===== config.mk =====
export PLATFORM = sky130hd
export DESIGN_NAME = sha256_byte_stream_hasher_core
export DESIGN_NICKNAME = d
export VERILOG_FILES = /design/src/design/sha256_pkg.sv /design/src/design/sha256_dp.sv /design/src/design/sha256_ctrl.sv /design/src/design/sha256_byte_stream_hasher_core.sv
export SDC_FILE = /design/constraint.sdc
export NUM_CORES = 2
export LEC_CHECK = 0
export BUFFER_PORTS_ARGS = -buffer_cell sky130_fd_sc_hd__buf_2
export CAP_MARGIN = 0
export CORE_ASPECT_RATIO = 0.8
export CORE_UTILIZATION = 35
export CTS_CLUSTER_DIAMETER = 100
export DETAILED_ROUTE_END_ITERATION = 10
export PLACE_DENSITY = 0.53
export SETUP_SLACK_MARGIN = 0.15
export SYNTH_ARGS = -nofsm -noshare
export SYNTH_HDL_FRONTEND = slang
export SYNTH_HIERARCHICAL = 1
export SYNTH_SLANG_ARGS = --single-unit

===== constraint.sdc =====
create_clock -name clk -period 27.6 [get_ports clk]
set_input_delay 2.76 -clock clk [delete_from_list [all_inputs] [get_ports clk]]
set_output_delay 2.76 -clock clk [all_outputs]
set_load 0.01 [all_outputs]

===== src/design/sha256_pkg.sv =====
// ----------------------------------------------------------------------------
// sha256_pkg
// Shared types, constants and round functions of the SHA-256 byte hasher.
// ----------------------------------------------------------------------------
package sha256_pkg;

  // Input item codes
  localparam logic KIND_BYTE   = 1'b0;
  localparam logic KIND_FINISH = 1'b1;

  localparam logic [7:0] PAD_BYTE   = 8'h80;
  localparam logic [5:0] LEN_OFFSET = 6'd56;

  // Datapath commands from the controller
  typedef struct packed {
    logic       load_byte;   // write byte into the block buffer
    logic [1:0] byte_src;    // which byte to write
    logic [2:0] len_sel;     // length byte, most significant first
    logic       count_byte;  // advance the message length
    logic       comp_start;  // load working vars from hash words
    logic       comp_round;  // run one round
    logic       comp_final;  // add working vars into hash words
    logic       restart;     // reload initial hash, clear length
  } sha_cmd_t;

  localparam logic [1:0] SRC_DATA = 2'd0;
  localparam logic [1:0] SRC_PAD  = 2'd1;
  localparam logic [1:0] SRC_ZERO = 2'd2;
  localparam logic [1:0] SRC_LEN  = 2'd3;

  typedef struct packed {
    logic [5:0] fill_count;
    logic [5:0] round;
  } sha_status_t;

  localparam logic [31:0] ROUND_K [64] = '{
    32'h428a2f98, 32'h71374491, 32'hb5c0fbcf, 32'he9b5dba5, 32'h3956c25b, 32'h59f111f1,
    32'h923f82a4, 32'hab1c5ed5, 32'hd807aa98, 32'h12835b01, 32'h243185be, 32'h550c7dc3,
    32'h72be5d74, 32'h80deb1fe, 32'h9bdc06a7, 32'hc19bf174, 32'he49b69c1, 32'hefbe4786,
    32'h0fc19dc6, 32'h240ca1cc, 32'h2de92c6f, 32'h4a7484aa, 32'h5cb0a9dc, 32'h76f988da,
    32'h983e5152, 32'ha831c66d, 32'hb00327c8, 32'hbf597fc7, 32'hc6e00bf3, 32'hd5a79147,
    32'h06ca6351, 32'h14292967, 32'h27b70a85, 32'h2e1b2138, 32'h4d2c6dfc, 32'h53380d13,
    32'h650a7354, 32'h766a0abb, 32'h81c2c92e, 32'h92722c85, 32'ha2bfe8a1, 32'ha81a664b,
    32'hc24b8b70, 32'hc76c51a3, 32'hd192e819, 32'hd6990624, 32'hf40e3585, 32'h106aa070,
    32'h19a4c116, 32'h1e376c08, 32'h2748774c, 32'h34b0bcb5, 32'h391c0cb3, 32'h4ed8aa4a,
    32'h5b9cca4f, 32'h682e6ff3, 32'h748f82ee, 32'h78a5636f, 32'h84c87814, 32'h8cc70208,
    32'h90befffa, 32'ha4506ceb, 32'hbef9a3f7, 32'hc67178f2};

  localparam logic [31:0] START_HASH [8] = '{
    32'h6a09e667, 32'hbb67ae85, 32'h3c6ef372, 32'ha54ff53a,
    32'h510e527f, 32'h9b05688c, 32'h1f83d9ab, 32'h5be0cd19};

  function automatic logic [31:0] rotr(input logic [31:0] x, input int r);
    rotr = (x >> r) | (x << (32 - r));
  endfunction

endpackage


===== src/design/sha256_dp.sv =====
// ----------------------------------------------------------------------------
// sha256_dp
// Block buffer, rolling schedule, round unit and hash words. One round a cycle.
// ----------------------------------------------------------------------------
module sha256_dp (
  input  logic                    clk,
  input  logic                    rst,
  input  sha256_pkg::sha_cmd_t    cmd,
  input  logic [7:0]              data_byte,
  input  logic [2:0]              word_sel,
  output sha256_pkg::sha_status_t status,
  output logic [31:0]             digest_word
);
  import sha256_pkg::*;

  logic [31:0] block_words [16];
  logic [31:0] sched [16];
  logic [31:0] hash  [8];
  logic [31:0] a, b, c, d, e, f, g, h;
  logic [5:0]  fill_count;
  logic [5:0]  round;
  logic [60:0] byte_total;
  logic [63:0] bit_len;
  logic [7:0]  wr_byte;
  logic [31:0] w, w15, w2, s0, s1, t1, t2, new_w;
  logic        first16;

  assign bit_len = {byte_total, 3'b000};

  // Select byte to store
  always_comb begin
    case (cmd.byte_src)
      SRC_DATA: wr_byte = data_byte;
      SRC_PAD:  wr_byte = PAD_BYTE;
      SRC_ZERO: wr_byte = 8'h00;
      SRC_LEN:  wr_byte = bit_len[{~cmd.len_sel, 3'b000} +: 8];
      default:  wr_byte = 8'h00;
    endcase
  end

  // Schedule word and round functions; schedule is a 16-deep shift line
  assign first16 = (round < 6'd16);
  assign w15 = sched[1];
  assign w2  = sched[14];
  assign s0  = rotr(w15, 7) ^ rotr(w15, 18) ^ (w15 >> 3);
  assign s1  = rotr(w2, 17) ^ rotr(w2, 19) ^ (w2 >> 10);
  assign new_w = sched[0] + s0 + sched[9] + s1;
  assign w   = first16 ? block_words[round[3:0]] : new_w;
  assign t1 = h + (rotr(e, 6) ^ rotr(e, 11) ^ rotr(e, 25)) + ((e & f) ^ (~e & g))
            + ROUND_K[round] + w;
  assign t2 = (rotr(a, 2) ^ rotr(a, 13) ^ rotr(a, 22)) + ((a & b) ^ (a & c) ^ (b & c));

  // Control-visible counters and hash words
  always_ff @(posedge clk) begin
    if (rst || cmd.restart) begin
      fill_count <= '0;
      byte_total <= '0;
      for (int i = 0; i < 8; i++) hash[i] <= START_HASH[i];
    end else begin
      if (cmd.load_byte) fill_count <= fill_count + 6'd1;
      if (cmd.count_byte) byte_total <= byte_total + 61'd1;
      if (cmd.comp_final) begin
        hash[0] <= hash[0] + a; hash[1] <= hash[1] + b;
        hash[2] <= hash[2] + c; hash[3] <= hash[3] + d;
        hash[4] <= hash[4] + e; hash[5] <= hash[5] + f;
        hash[6] <= hash[6] + g; hash[7] <= hash[7] + h;
      end
    end
    if (rst) round <= '0;
    else if (cmd.comp_start) round <= '0;
    else if (cmd.comp_round) round <= round + 6'd1;
  end

  // Payload: buffer (big-endian byte lanes), schedule, working variables
  always_ff @(posedge clk) begin
    if (cmd.load_byte)
      block_words[fill_count[5:2]][{~fill_count[1:0], 3'b000} +: 8] <= wr_byte;
    if (cmd.comp_start) begin
      a <= hash[0]; b <= hash[1]; c <= hash[2]; d <= hash[3];
      e <= hash[4]; f <= hash[5]; g <= hash[6]; h <= hash[7];
    end else if (cmd.comp_round) begin
      h <= g; g <= f; f <= e; e <= d + t1;
      d <= c; c <= b; b <= a; a <= t1 + t2;
      for (int i = 0; i < 15; i++) sched[i] <= sched[i+1];
      sched[15] <= w;
    end
  end

  assign status.fill_count = fill_count;
  assign status.round      = round;
  assign digest_word       = hash[word_sel];

endmodule


===== src/design/sha256_ctrl.sv =====
// ----------------------------------------------------------------------------
// sha256_ctrl
// Sequencer: byte intake, padding, 64-round compression and digest output.
// ----------------------------------------------------------------------------
module sha256_ctrl (
  input  logic                    clk,
  input  logic                    rst,
  input  logic                    in_valid,
  output logic                    in_ready,
  input  logic                    kind,
  input  logic                    out_ready,
  output logic                    out_valid,
  output logic [2:0]              word_sel,
  output sha256_pkg::sha_cmd_t    cmd,
  input  sha256_pkg::sha_status_t status
);
  import sha256_pkg::*;

  typedef enum logic [2:0] {
    ST_IDLE, ST_PAD, ST_LEN, ST_START, ST_ROUND, ST_FINAL, ST_OUT
  } state_t;

  state_t     state;
  logic       finishing;  // compression is part of the padding
  logic       len_done;   // length written, digest follows compression
  logic [2:0] len_idx;
  logic       take;

  assign in_ready  = (state == ST_IDLE);
  assign take      = in_valid && in_ready;
  assign out_valid = (state == ST_OUT);

  // Command decode
  always_comb begin
    cmd = '0;
    cmd.len_sel = len_idx;
    case (state)
      ST_IDLE: begin
        cmd.load_byte  = take;
        cmd.byte_src   = (kind == KIND_BYTE) ? SRC_DATA : SRC_PAD;
        cmd.count_byte = take && (kind == KIND_BYTE);
      end
      ST_PAD: begin
        cmd.load_byte = (status.fill_count != LEN_OFFSET);
        cmd.byte_src  = SRC_ZERO;
      end
      ST_LEN: begin
        cmd.load_byte = 1'b1;
        cmd.byte_src  = SRC_LEN;
      end
      ST_START: cmd.comp_start = 1'b1;
      ST_ROUND: cmd.comp_round = 1'b1;
      ST_FINAL: cmd.comp_final = 1'b1;
      ST_OUT:   cmd.restart    = out_ready && (word_sel == 3'd7);
      default:  cmd = '0;
    endcase
  end

  // Hold state and registered outputs
  always_ff @(posedge clk) begin
    if (rst) begin
      state     <= ST_IDLE;
      finishing <= 1'b0;
      len_done  <= 1'b0;
      len_idx   <= '0;
      word_sel  <= '0;
    end else begin
      case (state)
        ST_IDLE: if (take) begin
          finishing <= (kind == KIND_FINISH);
          len_done  <= 1'b0;
          len_idx   <= '0;
          if (status.fill_count == 6'd63) state <= ST_START;
          else if (kind == KIND_FINISH) state <= ST_PAD;
        end
        ST_PAD: begin
          if (status.fill_count == LEN_OFFSET) state <= ST_LEN;
          else if (status.fill_count == 6'd63) state <= ST_START;
        end
        ST_LEN: begin
          len_idx <= len_idx + 3'd1;
          if (len_idx == 3'd7) begin
            len_done <= 1'b1;
            state    <= ST_START;
          end
        end
        ST_START: state <= ST_ROUND;
        ST_ROUND: if (status.round == 6'd63) state <= ST_FINAL;
        ST_FINAL: begin
          if (len_done) begin
            word_sel <= '0;
            state    <= ST_OUT;
          end else if (finishing) state <= ST_PAD;
          else state <= ST_IDLE;
        end
        ST_OUT: if (out_ready) begin
          word_sel <= word_sel + 3'd1;
          if (word_sel == 3'd7) state <= ST_IDLE;
        end
        default: state <= ST_IDLE;
      endcase
    end
  end

endmodule


===== src/design/sha256_byte_stream_hasher_core.sv =====
// Sequence: bytes are taken only while idle, not during padding, compression
// or output. A byte that fills the block starts a compression (one load, 64
// rounds, one hash update). A finish adds the pad byte, zero bytes to offset 56,
// a turnaround, 8 length bytes, a compression per block (one or two), 8 words.
// Reset: synchronous; hash words return to the initial values, counts clear.
// ----------------------------------------------------------------------------
// sha256_byte_stream_hasher_core
// Byte-stream SHA-256 hasher: controller plus datapath.
// ----------------------------------------------------------------------------
module sha256_byte_stream_hasher_core (
  input  logic        clk,
  input  logic        rst,
  input  logic        in_valid,
  output logic        in_ready,
  input  logic        kind,
  input  logic [7:0]  data_byte,
  output logic        out_valid,
  input  logic        out_ready,
  output logic [31:0] digest_word,
  output logic [2:0]  word_index,
  output logic        last_word
);
  import sha256_pkg::*;

  sha_cmd_t    cmd;
  sha_status_t status;
  logic [2:0]  word_sel;

  sha256_ctrl u_ctrl (
    .clk, .rst, .in_valid, .in_ready, .kind, .out_ready, .out_valid,
    .word_sel, .cmd, .status
  );

  sha256_dp u_dp (
    .clk, .rst, .cmd, .data_byte, .word_sel, .status, .digest_word
  );

  assign word_index = word_sel;
  assign last_word  = (word_sel == 3'd7);

endmodule


# Yosys cells after proc, flatten, opt, wreduce, memory -nomap -nowiden
# Memory sizes are Yosys's and may differ from the RTL's. A register that Yosys moved wholly into a read port is not among the register bits.
# Cells that the tools add are included.
dict set report totals {
  reg_bits 340
  ram_bits 1280
  mem_bits_ro 2048
  inputBits 13
  out_inout_bits 38
  word_cells 197
  memories 4
}
dict set report op_classes {
  addsub 24
  magnitude_cmp 2
  n_eq_ne 23
  n_shift 3
  muxes 70
  n_bitwise 39
  reduce_logical 16
}
# memory words width read_ports rd_ports_with_merged_regs write_ports line_no
set memory_table {}
lappend memory_table {{(name not given)} 64 32 1 0 0 sha256_dp.sv:50} ;# + ROUND_K[round] + w;
lappend memory_table {u_dp.block_words 16 32 1 1 1 sha256_dp.sv:16} ;# logic [31:0] block_words [16];
lappend memory_table {u_dp.sched 16 32 16 0 16 sha256_dp.sv:17} ;# logic [31:0] sched [16];
lappend memory_table {u_dp.hash 8 32 9 1 8 sha256_dp.sv:18} ;# logic [31:0] hash [8];
# cell n
set ops {}
lappend ops {{$mux W32} 28}
lappend ops {{$add A32 B32 Y32} 18}
lappend ops {{$xor A32 B32 Y32} 9}
lappend ops {{$and A32 B32 Y32} 5}
lappend ops {{$shiftx A64 B7 Y8} 1}
lappend ops {{$add A61 B1 Y61 const B} 1}
lappend ops {{$mux W3} 16}
lappend ops {{$not A32 Y32} 1}
lappend ops {{$or A10 B32 Y32} 1}
lappend ops {{$or A13 B32 Y32} 1}
lappend ops {{$or A14 B32 Y32} 1}
lappend ops {{$or A15 B32 Y32} 1}
lappend ops {{$or A19 B32 Y32} 1}
lappend ops {{$or A21 B32 Y32} 1}
lappend ops {{$or A25 B32 Y32} 1}
lappend ops {{$or A26 B32 Y32} 1}
lappend ops {{$or A30 B32 Y32} 1}
lappend ops {{$or A7 B32 Y32} 1}
lappend ops {{$pmux W8 S4} 1}
lappend ops {{$shift A8 B7 Y32 const A} 1}
lappend ops {{$shiftx A8 B7 Y32} 1}
lappend ops {{$xor A32 B22 Y32} 1}
lappend ops {{$xor A32 B29 Y32} 1}
lappend ops {{$pmux W3 S7} 1}
lappend ops {{36 further kinds} 82}

# Depth between registers and ports, before layout
# An unclocked memory read counts as a cell.
dict set report depth {
  depth_word 12
  depth_mapped 50
}

# By module
# The synthesis kept the hierarchy.
# module instances cells_each area_per_inst_um2 seq_area_each_um2
set by_module_without_submodules {}
lappend by_module_without_submodules {sha256_dp 1 6799 88441.1 47665.7}
lappend by_module_without_submodules {sha256_ctrl 1 99 835.8 220.2}
lappend by_module_without_submodules {sha256_byte_stream_hasher_core 1 1 6.3 0.0}

# Worst setup path before layout
# OpenSTA, ideal clock, no wires.
dict set report synth_path {
  path_kind {flip-flop to flip-flop}
  startpoint {register u_ctrl.state[2]}
  endpoint {memory u_dp.sched[0][0], enable pin}
  arrival_ps 23764
  required_ps 26145
  slack_ps 2382
  path_stages_with_launch 7
  period_less_slack_ps 25218
  cell_sequence {dfxtp_1 > clkbuf_1 > nor2_1 > clkbuf_1 > clkbuf_1 > clkbuf_1 > nor2b_1}
}
# element line_no
set synth_rtl {}
lappend synth_rtl {{start: declaration} sha256_ctrl.sv:23} ;# state_t state;
lappend synth_rtl {{start signal: assignment} sha256_ctrl.sv:62} ;# state <= ST_IDLE;
lappend synth_rtl {{start signal: assignment} sha256_ctrl.sv:73} ;# if (status.fill_count == 6'd63) state <= ST_START;
lappend synth_rtl {{start signal: assignment} sha256_ctrl.sv:74} ;# else if (kind == KIND_FINISH) state <= ST_PAD;
lappend synth_rtl {{end: declaration} sha256_dp.sv:17}

==> results.yml <==
synth:
  synth_cells: 6899
  synth_cell_type_count: 104
  synthArstFlopShare: 0
  synth-seq-cells: 1624
  synthTopCellsByArea: "edfxtp_1 52%, mux4_2 6.1%, ha_1 5.8%, fa_1 4.4%, xnor2_1 3.8%"
  synth_area_leader_cell: "edfxtp_1"
  seq_area_frac_synth: 0.5363
  yosys_warnings: 6
  synth_ff_type: "edfxtp_1"
  synth_edf_count: 1536
  avgSynthCellArea_um2: 12.94
  synth_top_area_share: 0.5166
  synth.net_count: 7526
  synth_area_um2: 89280
clock_tree:
  hold_buffers: 0
  cts.path.max_buffers: 4
  cts_tree: "done"
  cts_resized: 0
  clk_pin_slew_ns: 0.06
  cts_sinks: 1624
  htree_levels: 4
  cts_post_setup_buffers_inserted: 0
  clk_latency_ns: 0.88
  cts-root-buf: "clkbuf_16"
  cts_buffers: 184
setup_path:
  r2r_cells: 50
  critPathLaunchType: "flop"
  ff2ff_setup_slack_ns: 16.40
  endpoint_kind: "flop"
  worstSetupStartpoint: "u_dp/sched[14][18]$_DFFE_PP_"
  timing.rr.start: "u_dp/sched[14][18]$_DFFE_PP_"
  crit_path_end: "u_dp/a[31]$_DFFE_PP_"
  path_class: "flop to flop"
  cp.required_ns: 28.26
  cp_max_fo: 5
  arrival_ns: 11.86
  r2r-end: "u_dp/a[31]$_DFFE_PP_"
  critPathSlowestCell: "fa_1"
  max_stage_delay_ns: 0.55
routing:
  vias_per_cell: 5.437
  firstDrtPassIters: 8
  drt-initial-drc-count: 6509
  antenna_left: 0
  wl_mm: 264.9
  vias: 56600
  drc_errors: 0
  wire_per_inst_um: 25.44
place:
  gp_congestion: 0.9285
  dp_cells: 10090
  portBuffers: 50
  dp_hpwl_mm: 194.2
  place_ws_ns: 16.45
flow_run:
  maxCapViolCount: 1
floorplanning:
  initial_core_util: 0.3528
  placementRows: 165
  die_area_um2: 257100
  core_area_um2: 253100
  die_x_um: 566.7
  io_pins: 51
  dieHeight_um: 453.7
global_route:
  grt_max_degree: 145
  grt_pass1_vias: 54350
  grt_pass1_wl_mm: 386.0
  grt.overflow.total: 0
  antenna_found_initial: 11
  grt_usage: 0.2031
cells_and_area:
  final_common_cell: "edfxtp_1"
  stdcell_count: 10410
  final_cell_mix: "1536 x edfxtp_1, 530 x nor2_1, 444 x nand2_1, 419 x inv_1, 417 x ha_1"
  seqCellArea_um2: 47910
  fillCellCount: 23860
  layout-drive-gt1-share: 0.1361
  multi_input_area_um2: 38750
  layout-area-overhead-vs-synth_pct: 11.09
  fin_nets: 7560
timing:
  setup_viol: 0
  slew-limit-headroom: -0.0002963
  fin_hold_ws_ns: 0.3805
  finalSetupTns_ns: 0
  grt_setup_unrepaired: "false"
  clock-skew-final_ns: 0.09727
  min_period_ns: 11.20
  drv_slew: 1
  max_freq_ghz: 0.08929
  finalHoldViolCount: 0
  tightest_slew_ns: 1.495
  worst_slack_ns: 16.40
  fin_crit_sh: 0.4058
run_status:
  violations: "capacitance limit, slew limit"
  status: "finished, violations left"
worst_hold_path:
  min-delay-start: "u_dp/sched[15][1]$_DFFE_PP_"
  hp-class: "flop to flop"
==> cells in the mapped netlist (29+ instances only) <==
cell,n
ha_1,417
mux2i_1,35
or3_1,29
nor2b_1,49
fa_1,197
o21a_1,66
and3_1,45
nand3_1,91
edfxtp_1,1536
a211oi_1,45
a21o_1,179
o21ai_0,309
mux4_2,243
a21oi_1,317
mux2_2,267
clkbuf_1,233
a31oi_1,41
nor2_1,533
nand2_1,445
nor3_1,84
xnor2_1,389
xor2_1,234
inv_1,419
buf_1,46
o211ai_1,42
dfxtp_1,88
o21bai_1,49
and2_1,34
nand2b_1,75
==> per-layer routing <==
layer | track usage | share of wire | up-vias
met4 | 0.03567 | 0.016 | 2
met3 | 0.04056 | 0.077 | 274
li1 | - | - | 25530
met1 | 0.3250 | 0.50 | 28920
met2 | 0.2808 | 0.40 | 1874
met5 | 0 | 0.000026 | -
==> kinds of logic (layout without fill, tap and decap cells) <==
| kind of cell | after synthesis | count (layout) | synth area share |
|---|---|---|---|
| xor gates and xnor gates | 624 | 624 | 0.06137 |
| adders and majority gates | 633 | 633 | 0.1047 |
| AOI/OAI and AO/OA | 1278 | 1278 | 0.09260 |
| and+or+nand+nor | 1482 | 1482 | 0.07567 |
| DFF | 1624 | 1624 | 0.5363 |
| buffers and inverters | 712 | 880 | 0.03021 |
| muxes | 546 | 546 | 0.09906 |
| other | 0 | 2 | 0 |
==> sequential cells by signal, indices dropped and copies added (netlist names), 61 cells and up, named ones only <==
signal            cells
u_dp/block_words    512
u_dp/sched          512
u_dp/byte_total      61
u_dp/hash           256
==> worst min-delay path by stage <==
| stage | to | slack, ns | cells after the start |
|---|---|---|---|
| floorplan | u_dp/sched[10][0]$_DFFE_PP_ | 0.40 | 0 |
| global placement | u_dp/sched[5][28]$_DFFE_PP_ | 0.40 | 0 |
| detailed placement | u_dp/sched[10][6]$_DFFE_PP_ | 0.40 | 0 |
| CTS | u_dp/sched[11][1]$_DFFE_PP_ | 0.37 | 0 |
| global route | u_dp/sched[11][1]$_DFFE_PP_ | 0.37 | 0 |
| finish | u_dp/sched[14][1]$_DFFE_PP_ | 0.38 | 0 |
==> worst max-delay path: cells and delay by family (launching register included) <==
family | cells | cell delay (ns)
compound gates | 21 | 4.08
xor+xnor | 5 | 0.99
fa+ha+maj | 10 | 4.25
buf+inv | 7 | 0.34
flops | 1 | 0.48
simple gates | 7 | 0.86
==> metrics by stage <==
stage / util / instance area (µm²)
CTS: 0.3918 / 99170
global placement: 0.3688 / 93350
global route: 0.3919 / 99180
finish: 0.3919 / 99190
floorplan: - / 89280
detailed placement: 0.3688 / 93350
==> final cells by class <==
class | count | share of cell area
timing repair buffer | 137 | 0.009398
clock buffer | 230 | 0.04920
inverter | 423 | 0.01601
multi-input combinational | 4563 | 0.3907
antenna | 2 | 0.00005046
clock inverter | 90 | 0.009511
tap | 3340 | 0.04213
sequential | 1624 | 0.4830
Power is left out: the tool's default activity adds up to more than one toggle a clock period on the data nets, which glitch-free logic cannot reach.
